File: src/sv/fpr_pkg.sv
// Package for the field position block: payload structs, configuration
// register codes, reset values and the cosine table. No dependencies.
`timescale 1ns / 1ps

package fpr_pkg;

  localparam int unsigned TILT_LIMIT_DEG_DEF = 60;
  localparam int unsigned FRAC_BITS_DEF      = 4;

  localparam int unsigned CFG_DW    = 10;
  localparam int unsigned CFG_IW    = 3;
  localparam int unsigned MID_DEPTH = 2;
  localparam int unsigned OUT_DEPTH = 2;

  localparam logic [9:0] FIELD_WIDTH_RST  = 10'd182;
  localparam logic [9:0] FIELD_LENGTH_RST = 10'd243;

  localparam int unsigned FULL_TURN_DEG = 360;
  localparam int unsigned HALF_TURN_DEG = 180;
  localparam int unsigned STOP_LO_DEG   = 60;
  localparam int unsigned STOP_HI_DEG   = 300;
  localparam int unsigned CENTER_LO_CM  = 60;
  localparam int unsigned CENTER_HI_CM  = 122;
  localparam int unsigned BOOST_CM      = 20;

  localparam logic [14:0] COS_ONE = 15'd16384;
  localparam int unsigned COS_ENTRIES = 91;
  localparam logic [63:0] RAD_PER_DEG_Q30 = 64'd18740330;

  typedef enum logic [CFG_IW-1:0] {
    CFG_FRONT_OFS = 3'd0,
    CFG_BACK_OFS  = 3'd1,
    CFG_LEFT_OFS  = 3'd2,
    CFG_RIGHT_OFS = 3'd3,
    CFG_FIELD_WID = 3'd4,
    CFG_FIELD_LEN = 3'd5
  } cfg_idx_e;

  typedef struct packed {
    logic [9:0] range_front;
    logic [9:0] range_back;
    logic [9:0] range_left;
    logic [9:0] range_right;
    logic [8:0] heading;
  } in_item_t;

  typedef struct packed {
    logic [13:0] pos_x;
    logic [13:0] pos_y;
    logic        reading_valid;
    logic        stop_drive;
  } out_item_t;

  typedef struct packed {
    logic signed [7:0] front_ofs;
    logic signed [7:0] back_ofs;
    logic signed [7:0] left_ofs;
    logic signed [7:0] right_ofs;
    logic [9:0]        field_width;
    logic [9:0]        field_length;
  } cfg_t;

  // classified item between front and back; distances in signed cm
  typedef struct packed {
    logic signed [11:0] a_front;
    logic signed [11:0] a_back;
    logic signed [11:0] a_left;
    logic signed [11:0] a_right;
    logic               tilt;
    logic [14:0]        cos_q14;
    logic               stop;
  } mid_item_t;

  typedef logic [0:COS_ENTRIES-1][14:0] cos_tab_t;

  // cos(d deg) in Q14 from an eleven-term series in Q30, evaluated at elaboration
  function automatic cos_tab_t build_cos_tab();
    cos_tab_t           tab;
    logic [63:0]        x;
    logic [63:0]        x2;
    logic [63:0]        term;
    logic signed [63:0] sum;
    logic [63:0]        rnd;
    int                 d;
    int                 k;
    for (d = 0; d < COS_ENTRIES; d++) begin
      x    = 64'(d) * RAD_PER_DEG_Q30;
      x2   = (x * x) >> 30;
      term = 64'd1 << 30;
      sum  = signed'(term);
      for (k = 1; k <= 10; k++) begin
        term = (term * x2) >> 30;
        term = term / 64'((2 * k - 1) * (2 * k));
        if ((k % 2) == 1) begin
          sum = sum - signed'(term);
        end else begin
          sum = sum + signed'(term);
        end
      end
      if (sum < 0) begin
        sum = '0;
      end
      rnd    = (unsigned'(sum) + (64'd1 << 15)) >> 16;
      tab[d] = rnd[14:0];
    end
    return tab;
  endfunction

  localparam cos_tab_t COS_TAB = build_cos_tab();

endpackage

File: src/sv/field_position_from_ranges.sv
// Top level of the field position block: configuration registers, front,
// middle queue, back and result queue. Depends on fpr_pkg, fpr_fifo,
// fpr_front and fpr_back.
`timescale 1ns / 1ps

// Takes one item per clock while full is low and returns one result item per item,
// in order. An accepted item is classified on entry (heading fold, cosine pick,
// offsets) and stored in a two-entry queue; the back end multiplies by the
// cosine in one stage and then forms, clamps and stores the position into a
// two-entry result queue, from which it shows on the result ports. The
// sustained rate is one item per cycle, set by the single multiply stage, as
// long as pop keeps up. Configuration writes take effect on the next edge and
// are meant for times with no item in flight.
module field_position_from_ranges #(
  parameter int unsigned TILT_LIMIT_DEG = fpr_pkg::TILT_LIMIT_DEG_DEF,
  parameter int unsigned FRAC_BITS      = fpr_pkg::FRAC_BITS_DEF
) (
  input  logic                        clk_i,
  input  logic                        rst_ni,
  input  logic                        push,
  output logic                        full,
  input  fpr_pkg::in_item_t           in_item_i,
  output logic                        empty,
  input  logic                        pop,
  output fpr_pkg::out_item_t          out_item_o,
  input  logic                        cfg_we_i,
  input  logic [fpr_pkg::CFG_IW-1:0]  cfg_idx_i,
  input  logic [fpr_pkg::CFG_DW-1:0]  cfg_data_i
);

  fpr_pkg::cfg_t      cfg_q, cfg_d;
  fpr_pkg::mid_item_t mid_in, mid_out;
  fpr_pkg::out_item_t back_out;
  logic               mid_empty, mid_pop;
  logic               out_full, out_push;

  always_comb begin
    cfg_d = cfg_q;
    if (cfg_we_i) begin
      unique case (fpr_pkg::cfg_idx_e'(cfg_idx_i))
        fpr_pkg::CFG_FRONT_OFS: cfg_d.front_ofs    = signed'(cfg_data_i[7:0]);
        fpr_pkg::CFG_BACK_OFS:  cfg_d.back_ofs     = signed'(cfg_data_i[7:0]);
        fpr_pkg::CFG_LEFT_OFS:  cfg_d.left_ofs     = signed'(cfg_data_i[7:0]);
        fpr_pkg::CFG_RIGHT_OFS: cfg_d.right_ofs    = signed'(cfg_data_i[7:0]);
        fpr_pkg::CFG_FIELD_WID: cfg_d.field_width  = cfg_data_i[9:0];
        fpr_pkg::CFG_FIELD_LEN: cfg_d.field_length = cfg_data_i[9:0];
        default: ;
      endcase
    end
  end

  always_ff @(posedge clk_i or negedge rst_ni) begin
    if (!rst_ni) begin
      cfg_q.front_ofs    <= '0;
      cfg_q.back_ofs     <= '0;
      cfg_q.left_ofs     <= '0;
      cfg_q.right_ofs    <= '0;
      cfg_q.field_width  <= fpr_pkg::FIELD_WIDTH_RST;
      cfg_q.field_length <= fpr_pkg::FIELD_LENGTH_RST;
    end else begin
      cfg_q <= cfg_d;
    end
  end

  fpr_front #(
    .TILT_LIMIT_DEG(TILT_LIMIT_DEG)
  ) u_front (
    .item_i(in_item_i),
    .cfg_i (cfg_q),
    .mid_o (mid_in)
  );

  fpr_fifo #(
    .T    (fpr_pkg::mid_item_t),
    .DEPTH(fpr_pkg::MID_DEPTH)
  ) u_mid_q (
    .clk_i  (clk_i),
    .rst_ni (rst_ni),
    .push_i (push),
    .data_i (mid_in),
    .full_o (full),
    .pop_i  (mid_pop),
    .data_o (mid_out),
    .empty_o(mid_empty)
  );

  fpr_back #(
    .FRAC_BITS(FRAC_BITS)
  ) u_back (
    .clk_i         (clk_i),
    .rst_ni        (rst_ni),
    .mid_i         (mid_out),
    .mid_empty_i   (mid_empty),
    .mid_pop_o     (mid_pop),
    .field_width_i (cfg_q.field_width),
    .field_length_i(cfg_q.field_length),
    .out_full_i    (out_full),
    .out_push_o    (out_push),
    .out_o         (back_out)
  );

  fpr_fifo #(
    .T    (fpr_pkg::out_item_t),
    .DEPTH(fpr_pkg::OUT_DEPTH)
  ) u_out_q (
    .clk_i  (clk_i),
    .rst_ni (rst_ni),
    .push_i (out_push),
    .data_i (back_out),
    .full_o (out_full),
    .pop_i  (pop),
    .data_o (out_item_o),
    .empty_o(empty)
  );

  a_out_push_room: assert property (@(posedge clk_i) disable iff (!rst_ni)
    out_push |-> !out_full)
    else $error("result pushed into full queue");

  a_mid_pop_data: assert property (@(posedge clk_i) disable iff (!rst_ni)
    mid_pop |-> !mid_empty)
    else $error("back end took from empty queue");

  a_empty_after_reset: assert property (@(posedge clk_i)
    $rose(rst_ni) |-> empty && !full)
    else $error("queues not empty after reset");

endmodule

File: src/sv/fpr_fifo.sv
// Small synchronous queue of any packed type, used between front and back
// and on the result side. No package dependency.
`timescale 1ns / 1ps

module fpr_fifo #(
  parameter type         T     = logic,
  parameter int unsigned DEPTH = 2
) (
  input  logic clk_i,
  input  logic rst_ni,
  input  logic push_i,
  input  T     data_i,
  output logic full_o,
  input  logic pop_i,
  output T     data_o,
  output logic empty_o
);

  localparam int unsigned PW = (DEPTH > 1) ? $clog2(DEPTH) : 1;
  localparam int unsigned CW = $clog2(DEPTH + 1);

  T                mem_q [DEPTH];
  logic [PW-1:0]   wr_ptr_q, wr_ptr_d;
  logic [PW-1:0]   rd_ptr_q, rd_ptr_d;
  logic [CW-1:0]   cnt_q, cnt_d;
  logic            do_push, do_pop;

  assign full_o  = (cnt_q == CW'(DEPTH));
  assign empty_o = (cnt_q == '0);
  assign do_push = push_i && !full_o;
  assign do_pop  = pop_i && !empty_o;
  assign data_o  = mem_q[rd_ptr_q];

  always_comb begin
    wr_ptr_d = wr_ptr_q;
    rd_ptr_d = rd_ptr_q;
    cnt_d    = cnt_q;
    if (do_push) begin
      wr_ptr_d = (wr_ptr_q == PW'(DEPTH - 1)) ? '0 : wr_ptr_q + 1'b1;
    end
    if (do_pop) begin
      rd_ptr_d = (rd_ptr_q == PW'(DEPTH - 1)) ? '0 : rd_ptr_q + 1'b1;
    end
    if (do_push && !do_pop) begin
      cnt_d = cnt_q + 1'b1;
    end else if (do_pop && !do_push) begin
      cnt_d = cnt_q - 1'b1;
    end
  end

  always_ff @(posedge clk_i or negedge rst_ni) begin
    if (!rst_ni) begin
      wr_ptr_q <= '0;
      rd_ptr_q <= '0;
      cnt_q    <= '0;
    end else begin
      wr_ptr_q <= wr_ptr_d;
      rd_ptr_q <= rd_ptr_d;
      cnt_q    <= cnt_d;
    end
  end

  always_ff @(posedge clk_i) begin
    if (do_push) begin
      mem_q[wr_ptr_q] <= data_i;
    end
  end

endmodule

File: src/sv/fpr_front.sv
// Front end: wraps and folds the heading, picks the cosine, sets the stop
// flag, applies the sensor offsets. Depends on fpr_pkg.
`timescale 1ns / 1ps

module fpr_front #(
  parameter int unsigned TILT_LIMIT_DEG = fpr_pkg::TILT_LIMIT_DEG_DEF
) (
  input  fpr_pkg::in_item_t  item_i,
  input  fpr_pkg::cfg_t      cfg_i,
  output fpr_pkg::mid_item_t mid_o
);

  logic [8:0] wrap;
  logic [8:0] fold9;
  logic [7:0] fold;
  logic       tilt;

  function automatic logic signed [11:0] add_ofs(logic [9:0] r, logic signed [7:0] ofs);
    return signed'({2'b00, r}) + 12'(ofs);
  endfunction

  always_comb begin
    wrap  = (item_i.heading >= 9'(fpr_pkg::FULL_TURN_DEG))
          ? item_i.heading - 9'(fpr_pkg::FULL_TURN_DEG) : item_i.heading;
    fold9 = (wrap > 9'(fpr_pkg::HALF_TURN_DEG)) ? 9'(fpr_pkg::FULL_TURN_DEG) - wrap : wrap;
    fold  = fold9[7:0];
    tilt  = (fold < 8'(TILT_LIMIT_DEG));

    mid_o.a_front = add_ofs(item_i.range_front, cfg_i.front_ofs);
    mid_o.a_back  = add_ofs(item_i.range_back,  cfg_i.back_ofs);
    mid_o.a_left  = add_ofs(item_i.range_left,  cfg_i.left_ofs);
    mid_o.a_right = add_ofs(item_i.range_right, cfg_i.right_ofs);
    mid_o.tilt    = tilt;
    mid_o.cos_q14 = tilt ? fpr_pkg::COS_TAB[fold[6:0]] : fpr_pkg::COS_ONE;
    mid_o.stop    = !((wrap < 9'(fpr_pkg::STOP_LO_DEG)) || (wrap > 9'(fpr_pkg::STOP_HI_DEG)));
  end

endmodule

File: src/sv/fpr_back.sv
// Back end: tilt correction multipliers in one stage, then sign test,
// position sums, clamp and held-position update. Depends on fpr_pkg.
`timescale 1ns / 1ps

module fpr_back #(
  parameter int unsigned FRAC_BITS = fpr_pkg::FRAC_BITS_DEF
) (
  input  logic               clk_i,
  input  logic               rst_ni,
  input  fpr_pkg::mid_item_t mid_i,
  input  logic               mid_empty_i,
  output logic               mid_pop_o,
  input  logic [9:0]         field_width_i,
  input  logic [9:0]         field_length_i,
  input  logic               out_full_i,
  output logic               out_push_o,
  output fpr_pkg::out_item_t out_o
);

  localparam int unsigned CW = 12 + FRAC_BITS;
  localparam int unsigned SW = 15 + FRAC_BITS;
  localparam int unsigned MW = 27 + FRAC_BITS;
  localparam logic signed [SW-1:0] X_LO  = SW'((2 * fpr_pkg::CENTER_LO_CM) << FRAC_BITS);
  localparam logic signed [SW-1:0] X_HI  = SW'((2 * fpr_pkg::CENTER_HI_CM) << FRAC_BITS);
  localparam logic signed [SW-1:0] BOOST = SW'(fpr_pkg::BOOST_CM << FRAC_BITS);

  function automatic logic signed [CW-1:0] correct(logic signed [11:0] a, logic tilt,
                                                   logic [14:0] c);
    logic [10:0]          mag;
    logic [25:0]          prod;
    logic [MW-1:0]        rnd;
    logic signed [CW-1:0] p;
    mag  = a[11] ? 11'(-a) : 11'(a);
    prod = 26'(mag) * 26'(c);
    rnd  = (MW'(prod) << FRAC_BITS) + MW'(1 << 13);
    p    = signed'(CW'(rnd >> 14));
    if (!tilt) begin
      return CW'(a) <<< FRAC_BITS;
    end
    return a[11] ? -p : p;
  endfunction

  function automatic logic [13:0] clamp(logic signed [SW-1:0] v, logic signed [SW-1:0] hi);
    logic signed [SW-1:0] r;
    if (v < 0) begin
      r = '0;
    end else if (v > hi) begin
      r = hi;
    end else begin
      r = v;
    end
    return r[13:0];
  endfunction

  logic                 s1_v_q, s1_v_d;
  logic signed [CW-1:0] f_q, b_q, l_q, r_q;
  logic                 stop_q;
  logic [13:0]          held_x_q, held_y_q;

  logic signed [SW-1:0] wmax, lmax, sx, sy, fb, bb, hx, hy;
  logic                 zero, odd_neg, valid, center;

  assign mid_pop_o  = !mid_empty_i && (!s1_v_q || !out_full_i);
  assign out_push_o = s1_v_q && !out_full_i;

  always_comb begin
    s1_v_d = s1_v_q;
    if (mid_pop_o) begin
      s1_v_d = 1'b1;
    end else if (out_push_o) begin
      s1_v_d = 1'b0;
    end
  end

  always_ff @(posedge clk_i or negedge rst_ni) begin
    if (!rst_ni) begin
      s1_v_q <= 1'b0;
    end else begin
      s1_v_q <= s1_v_d;
    end
  end

  always_ff @(posedge clk_i) begin
    if (mid_pop_o) begin
      f_q    <= correct(mid_i.a_front, mid_i.tilt, mid_i.cos_q14);
      b_q    <= correct(mid_i.a_back,  mid_i.tilt, mid_i.cos_q14);
      l_q    <= correct(mid_i.a_left,  mid_i.tilt, mid_i.cos_q14);
      r_q    <= correct(mid_i.a_right, mid_i.tilt, mid_i.cos_q14);
      stop_q <= mid_i.stop;
    end
  end

  always_comb begin
    wmax    = signed'(SW'(field_width_i))  <<< FRAC_BITS;
    lmax    = signed'(SW'(field_length_i)) <<< FRAC_BITS;
    zero    = (f_q == 0) || (b_q == 0) || (l_q == 0) || (r_q == 0);
    odd_neg = f_q[CW-1] ^ b_q[CW-1] ^ l_q[CW-1] ^ r_q[CW-1];
    valid   = zero || !odd_neg;
    sx      = SW'(l_q) + wmax - SW'(r_q);
    center  = (sx >= X_LO) && (sx <= X_HI);
    fb      = center ? SW'(f_q) + BOOST : SW'(f_q);
    bb      = center ? SW'(b_q) + BOOST : SW'(b_q);
    sy      = bb + lmax - fb;
    hx      = valid ? (sx >>> 1) : signed'(SW'(held_x_q));
    hy      = valid ? (sy >>> 1) : signed'(SW'(held_y_q));
    out_o.pos_x         = clamp(hx, wmax);
    out_o.pos_y         = clamp(hy, lmax);
    out_o.reading_valid = valid;
    out_o.stop_drive    = stop_q;
  end

  always_ff @(posedge clk_i or negedge rst_ni) begin
    if (!rst_ni) begin
      held_x_q <= '0;
      held_y_q <= '0;
    end else if (out_push_o) begin
      held_x_q <= out_o.pos_x;
      held_y_q <= out_o.pos_y;
    end
  end

endmodule

File: config.mk
export PLATFORM = sky130hd
export DESIGN_NAME = field_position_from_ranges
export DESIGN_NICKNAME = d
export VERILOG_FILES = /design/src/sv/fpr_pkg.sv /design/src/sv/field_position_from_ranges.sv /design/src/sv/fpr_fifo.sv /design/src/sv/fpr_front.sv /design/src/sv/fpr_back.sv
export SDC_FILE = /design/constraint.sdc
export NUM_CORES = 2
export LEC_CHECK = 0
export ABC_AREA = 1
export BUFFER_PORTS_ARGS = -buffer_cell sky130_fd_sc_hd__buf_4
export CAP_MARGIN = 20
export CORE_UTILIZATION = 60
export CTS_BUF_LIST = sky130_fd_sc_hd__clkbuf_4
export CTS_CLUSTER_SIZE = 14
export DETAILED_ROUTE_END_ITERATION = 6
export GPL_TIMING_DRIVEN = 0
export PLACE_DENSITY = 0.86
export SYNTH_ARGS = -nofsm -noshare
export SYNTH_HDL_FRONTEND = slang
export SYNTH_SLANG_ARGS = --single-unit
export TNS_END_PERCENT = 10
File: constraint.sdc
create_clock -name clk_i -period 9 [get_ports clk_i]
set_clock_uncertainty 0.15 [all_clocks]
set_input_delay 0.9 -clock clk_i [delete_from_list [all_inputs] [get_ports clk_i]]
set_output_delay 0.9 -clock clk_i [all_outputs]
set_load 0.05 [all_outputs]
# Word level (Yosys, flattened, before mapping)
# Memory sizes are Yosys's and may differ from the RTL's.
# Cells that the tools add are included.
# word_totals
input_bits	67
mem_count	3
word_cells	171
ram_bits	190
output_inout_bits	32
reg_bits	154
romBits	1920
latch_bits	0
# mem_list
name	words	width	rd	rd_clocked_by_memory_dff	wr	line	text
(no name shown)	128	15	1	0	0	fpr_front.sv:34	mid_o.cos_q14 = tilt ? fpr_pkg::COS_TAB[fold[6:0]] : fpr_pkg::COS_ONE;
u_mid_q.mem_q	2	65	1	0	1	fpr_fifo.sv:22	T mem_q [DEPTH];
u_out_q.mem_q	2	30	1	0	1	fpr_fifo.sv:22	
# op_classes
n_reduce_logical	44
addsub	32
n_lt_le_gt_ge	12
n_shift	0
mul	4
eq_ne	7
mux	45
n_bitwise	4
n_div	0
# op_table
cell	count
$mux 16	12
$logic_not 32->1	4
$add 30x14->30 const B	4
$mul 11x15->26	4
$mux 19	4
$neg 16->16	4
$mux 14	4
$add 11x8->12	4
$mux 15	3
$mux 11	4
$neg 11->11	4
$gt 19x15->1	2
$lt 19x1->1 const B	2
$add 16x10->17 const B	2
$add 19x15->19	1
$ge 19x12->1 const B	1
$le 19x13->1 const B	1
$sub 19x19->19	1
$sub 17x16->18	1
$add 16x15->17	1
$mux 1	12
$reduce_and 2->1	6
$logic_and 1x1->1	11
$logic_not 1->1	11
other kinds (24)	45

# Longest topological paths before layout
# logic_depth
word_depth	11
ltp_mapped	51
depth_no_buf	50

# Hierarchy
# Synthesis repeated with hierarchy kept, for this count alone.
# unflattened
cells_unflattened	6473
area_unflattened_um2	47479.3
# modules_own_cells
module	n_inst	seq_area_each_um2	cells_each	area_each_um2
fpr_back	1	2677.6	5046	34408.0
fpr_fifo (u_mid_q)	1	4003.8	371	4947.2
fpr_front	1	0.0	633	3631.0
fpr_fifo (u_out_q)	1	1901.8	188	2403.6
field_position_from_ranges	1	1315.0	235	2089.5

# Worst setup path before layout
# OpenSTA, ideal clock, no wires.
# synth_path
kind	register to register
from	register u_mid_q.rd_ptr_q
to	register u_back.b_q[12], data pin
required_time_ns	8.597
period_less_slack_ns	7.626
path_stages_with_launch	39
setup_time_ns	0.253
arrival_ns	7.223
slack_ns	1.374
n_path_buf	6
cell_sequence	dfrtp_1 buf_6 clkbuf_1 clkbuf_1 buf_2 clkbuf_1 o21ai_1 inv_2 clkbuf_1 nand2_1 fa_1 inv_1 fa_1 inv_1 fa_1 fa_1 fa_1 inv_1 (+3 left out) inv_1 nand2_1 nand2_1 nand2_1 inv_1 ha_1 nand3b_1 nand2_1 ha_1 nand2_1 nor2_1 nand2_1 nand2_1 nand2_2 nor2_4 nand3_1 nand3_1 nand2_1
# synth_via
elab_chain_len	8
word_cells_on_any_way	11
cone_classes	add/sub: 3; mul: 1; mux: 6; memory: 1
# synth_lines
element	line	text
from (decl)	fpr_fifo.sv:24	logic [PW-1:0] rd_ptr_q, rd_ptr_d;
from (signal assigned)	fpr_fifo.sv:58	rd_ptr_q <= rd_ptr_d;
$mem_v2 2x65 *	n/a	
$neg 11->11	fpr_back.sv:33	mag = a[11] ? 11'(-a) : 11'(a);
$mux 11	fpr_back.sv:33	
$mul 11x15->26	fpr_back.sv:34	prod = 26'(mag) * 26'(c);
$add 30x14->30	fpr_back.sv:35	rnd = (MW'(prod) << FRAC_BITS) + MW'(1 << 13);
$neg 16->16	fpr_back.sv:40	return a[11] ? -p : p;
$mux 16	fpr_back.sv:40	
$mux 16 *	fpr_back.sv:40	
to (signal assigned)	fpr_back.sv:86	b_q <= correct(mid_i.a_back, mid_i.tilt, mid_i.cos_q14);
to (decl)	fpr_back.sv:56	logic signed [CW-1:0] f_q, b_q, l_q, r_q;
# Every way passes the cells marked *; elsewhere a longest branch is shown, timed or not. The select of a mux whose other input is x is not followed.
# A chain may end at the register's enable or synchronous reset.

# Worst setup path after layout
# layout_path
from	register u_mid_q.rd_ptr_q
to	register u_back.l_q[7], data pin
# layout_via
elab_chain_len	8
word_cells_on_any_way	11
cone_classes	add/sub: 3; mul: 1; mux: 6; memory: 1
# layout_lines
element	line	text
$mem_v2 2x65 *	n/a	
$neg 11->11	fpr_back.sv:33	
$mux 11	fpr_back.sv:33	
$mul 11x15->26	fpr_back.sv:34	
$add 30x14->30	fpr_back.sv:35	
$neg 16->16	fpr_back.sv:40	
$mux 16	fpr_back.sv:40	
$mux 16 *	fpr_back.sv:40	
to (signal assigned)	fpr_back.sv:87	l_q <= correct(mid_i.a_left, mid_i.tilt, mid_i.cos_q14);
to (decl)	fpr_back.sv:56	
# Marked as above.

==> qor.csv <==
metric,value,unit
H-tree depth,3,
CP endpoint kind,flop,
CP max-delay cell,fa_1,
setup_tns,0,ns
drt pass-1 iters,7,
initial core utilization,0.610,
DP HPWL,117000,um
Hold Path Class,input pin to flop,
Setup crit start kind,flop,
reg-to-reg startpoint,u_mid_q.rd_ptr_q,
worst path bufs/invs,9,
Setup WS post-layout,0.184,ns
Core ar.,76300,sq um
final setup violation count,0,
Synth Warn #,0,
Worst path top cell family by delay,adder cells,
Inst Count DP,7318,
crit path kind,flop to flop,
run status,"complete, but fails checks",
Post-synth ARST share,0.259,
mean post-synth cell area,7.53,sq um
synthesized flop and latch total,344,
Routed WL,147000,um
total gr overflow,0,
Detail Route Antenna Nets,0,
routed via count,43200,
most frequent CP cell,nand2_1,
CTS Buf Count,79,
worst path arrival time,9.13,ns
# DRC,19,
Post-Syn Instances,6179,
First DRT Iteration DRCs,4466,
Post-synth EDFFs,255,
crit path max fanout,10,
post-synthesis net count,7117,
Reg-to-Reg End,u_back.l_q[7],
full die area,78700,sq um
drt via density,5.77,
hold_sp,in_item_i[9],
Hold Path Sink,u_mid_q.mem_q[1][17],
layout cell share with drive strength beyond 1,0.109,
"most common cell after layout, fill and taps aside",nand2_1,
r2r setup slk,0.18,ns
initial antenna violation count,2,
most frequent cells in the layout,"1609 x nand2_1, 1115 x inv_1, 529 x nor2_1",
CTS tree,done,
die height,280,um
hold path cells,2,
"Seq/Total Area, Yosys",0.213,
number of fill cells,6395,
Slew Limit Fails,0,
worst-margin pin slew,1.16,ns
largest net degree at the start of global routing,90,
# clock sinks,344,
RSZ-0062 raised after global routing,true,
Slowest Stage Delay on Critical Path,0.53,ns
Die Wd,280,um
Worst slew margin,0.220,
clk buf depth,3,
nets,7330,
MaxCap Viol Count,0,
Worst-path clk slew,0.08,ns
Root Driver,clkbuf_4,
post-layout min period,8.82,ns
Main synth FF type,edfxtp_1,
final hold violations,0,
Setup WS pre-CTS,-1.09,ns
synthesis-to-layout area growth,8.85,%
failing checks,design-rule violations,
gpl congestion,1.02,
number of port buffers,98,
vias in the first global route,42500,
io pins,99,
mapped cell area,46500,sq um
FP Rows,101,
register area,9900,sq um
area of the multi-input gates,32100,sq um
first-pass GRT wire length,227000,um
Tcrit/Tclk final,0.980,
GRT Total Usage,0.375,
R2R cell count,39,
Clock Latency Late Sink,0.79,ns
detailed-route wire length per cell,19.7,um
Peak Freq,113,MHz
CP required,9.31,ns
Synth cell types,66,
post-route insts no fill,7486,
==> cells by family after synthesis <==
logic type	count (synthesis)	synth area share
simple gates	2839	0.260
buf+inv	1322	0.108
fa+ha+maj	871	0.313
compound gates	661	0.0774
flops	344	0.213
xor+xnor	137	0.0278
mux	5	0.00108
==> stage by stage <==
step,hold slack (ns),util,instance area [sq um]
3_3_place_gp,0.307,0.636,48600
2_1_floorplan,0.271,-,46500
5_1_grt,0.298,0.664,50700
4_1_cts,0.220,0.654,50000
3_5_place_dp,0.312,0.639,48800
6_report,0.318,0.664,50700
==> flip-flops by register name, indices dropped and copies added (netlist names), 14 cells and up <==
register	count
u_back.b_q	16
u_back.r_q	16
cfg_q	52
u_out_q.mem_q	60
u_back.l_q	16
u_mid_q.mem_q	130
u_back.held_x_q	14
u_back.f_q	16
u_back.held_y_q	14
==> final cells by class <==
class / count / area share
inverters: 1168 / 0.0877
plain buffers: 153 / 0.0157
well taps: 1030 / 0.0254
multi-input cells: 4513 / 0.633
flip-flops and latches: 344 / 0.195
clock buffers: 123 / 0.0182
repair buffers: 133 / 0.0219
clock inverters: 21 / 0.00225
diodes: 1 / 0.0000494
==> synth_stat cells (4+ instances only) <==
master	n	area, sq um
clkbuf_1	111	417
nand2_4	11	124
nand3_1	320	1600
a211oi_1	8	60.1
edfxtp_1	255	7660
xor2_1	68	596
dfstp_2	11	289
a31oi_1	10	62.6
a21oi_1	212	1060
mux2i_1	5	50.1
dfrtp_1	78	1950
xor2_2	10	163
nor2_2	26	163
buf_4	4	30.0
o21bai_1	6	45.0
nor3_1	52	260
ha_1	385	4820
buf_2	22	110
o21ai_1	42	210
buf_1	13	48.8
nor2_4	12	135
inv_1	1127	4230
clkinv_1	16	60.1
a21o_1	14	105
xnor2_1	58	508
nor4_1	15	93.8
inv_2	25	93.8
nand3_2	14	140
nand4_1	67	419
buf_6	4	45.0
nand2_1	1638	6150
nor2_1	542	2030
o21ai_2	15	131
nand3b_1	34	255
nand2_2	47	294
o21ai_0	312	1560
fa_1	486	9730
or2_2	47	294
o21a_1	7	52.6
o211ai_1	9	67.6
==> how the worst max path moves through the flow <==
| stage | depth (start not counted) | slack (ns) | to | from |
|---|---|---|---|---|
| after floorplan | 38 | 1.37 | u_back.b_q[12] | u_mid_q.rd_ptr_q |
| after global placement | 35 | -1.74 | u_back.l_q[9] | u_mid_q.rd_ptr_q |
| after detailed placement | 40 | -1.09 | u_back.f_q[10] | u_mid_q.rd_ptr_q |
| after CTS | 39 | 0.01 | u_back.l_q[9] | u_mid_q.rd_ptr_q |
| after global routing | 47 | -0.12 | u_back.r_q[15] | u_mid_q.rd_ptr_q |
| final | 39 | 0.18 | u_back.l_q[7] | u_mid_q.rd_ptr_q |
==> worst reg2reg max path, delay by kind of cell (launching register included) <==
family | cells | cell delay (ns)
adders and majority gates | 7 | 3.05
xor gates and xnor gates | 2 | 0.54
and+or+nand+nor | 18 | 2.53
AOI/OAI and AO/OA | 3 | 0.90
DFF | 1 | 0.42
buffers and inverters | 9 | 0.92
==> timing repair <==
action	in CTS	in global routing
setup endpoints to repair	64	92
hold endpoints to repair	0	22
hold buffers	0	1
gates resized for setup	80	217
pin swaps	0	11
buffers inserted	1	21
==> routing by layer <==
layer	vias up	global-route usage	part of all wire
met5	-	0	0
met4	0	0.201	0.063
met3	557	0.0829	0.11
met2	2528	0.594	0.45
met1	20200	0.481	0.37
li1	19800	-	-
Power is left out: the tool's default activity adds up to more than one toggle a clock period on the data nets, which glitch-free logic cannot reach.
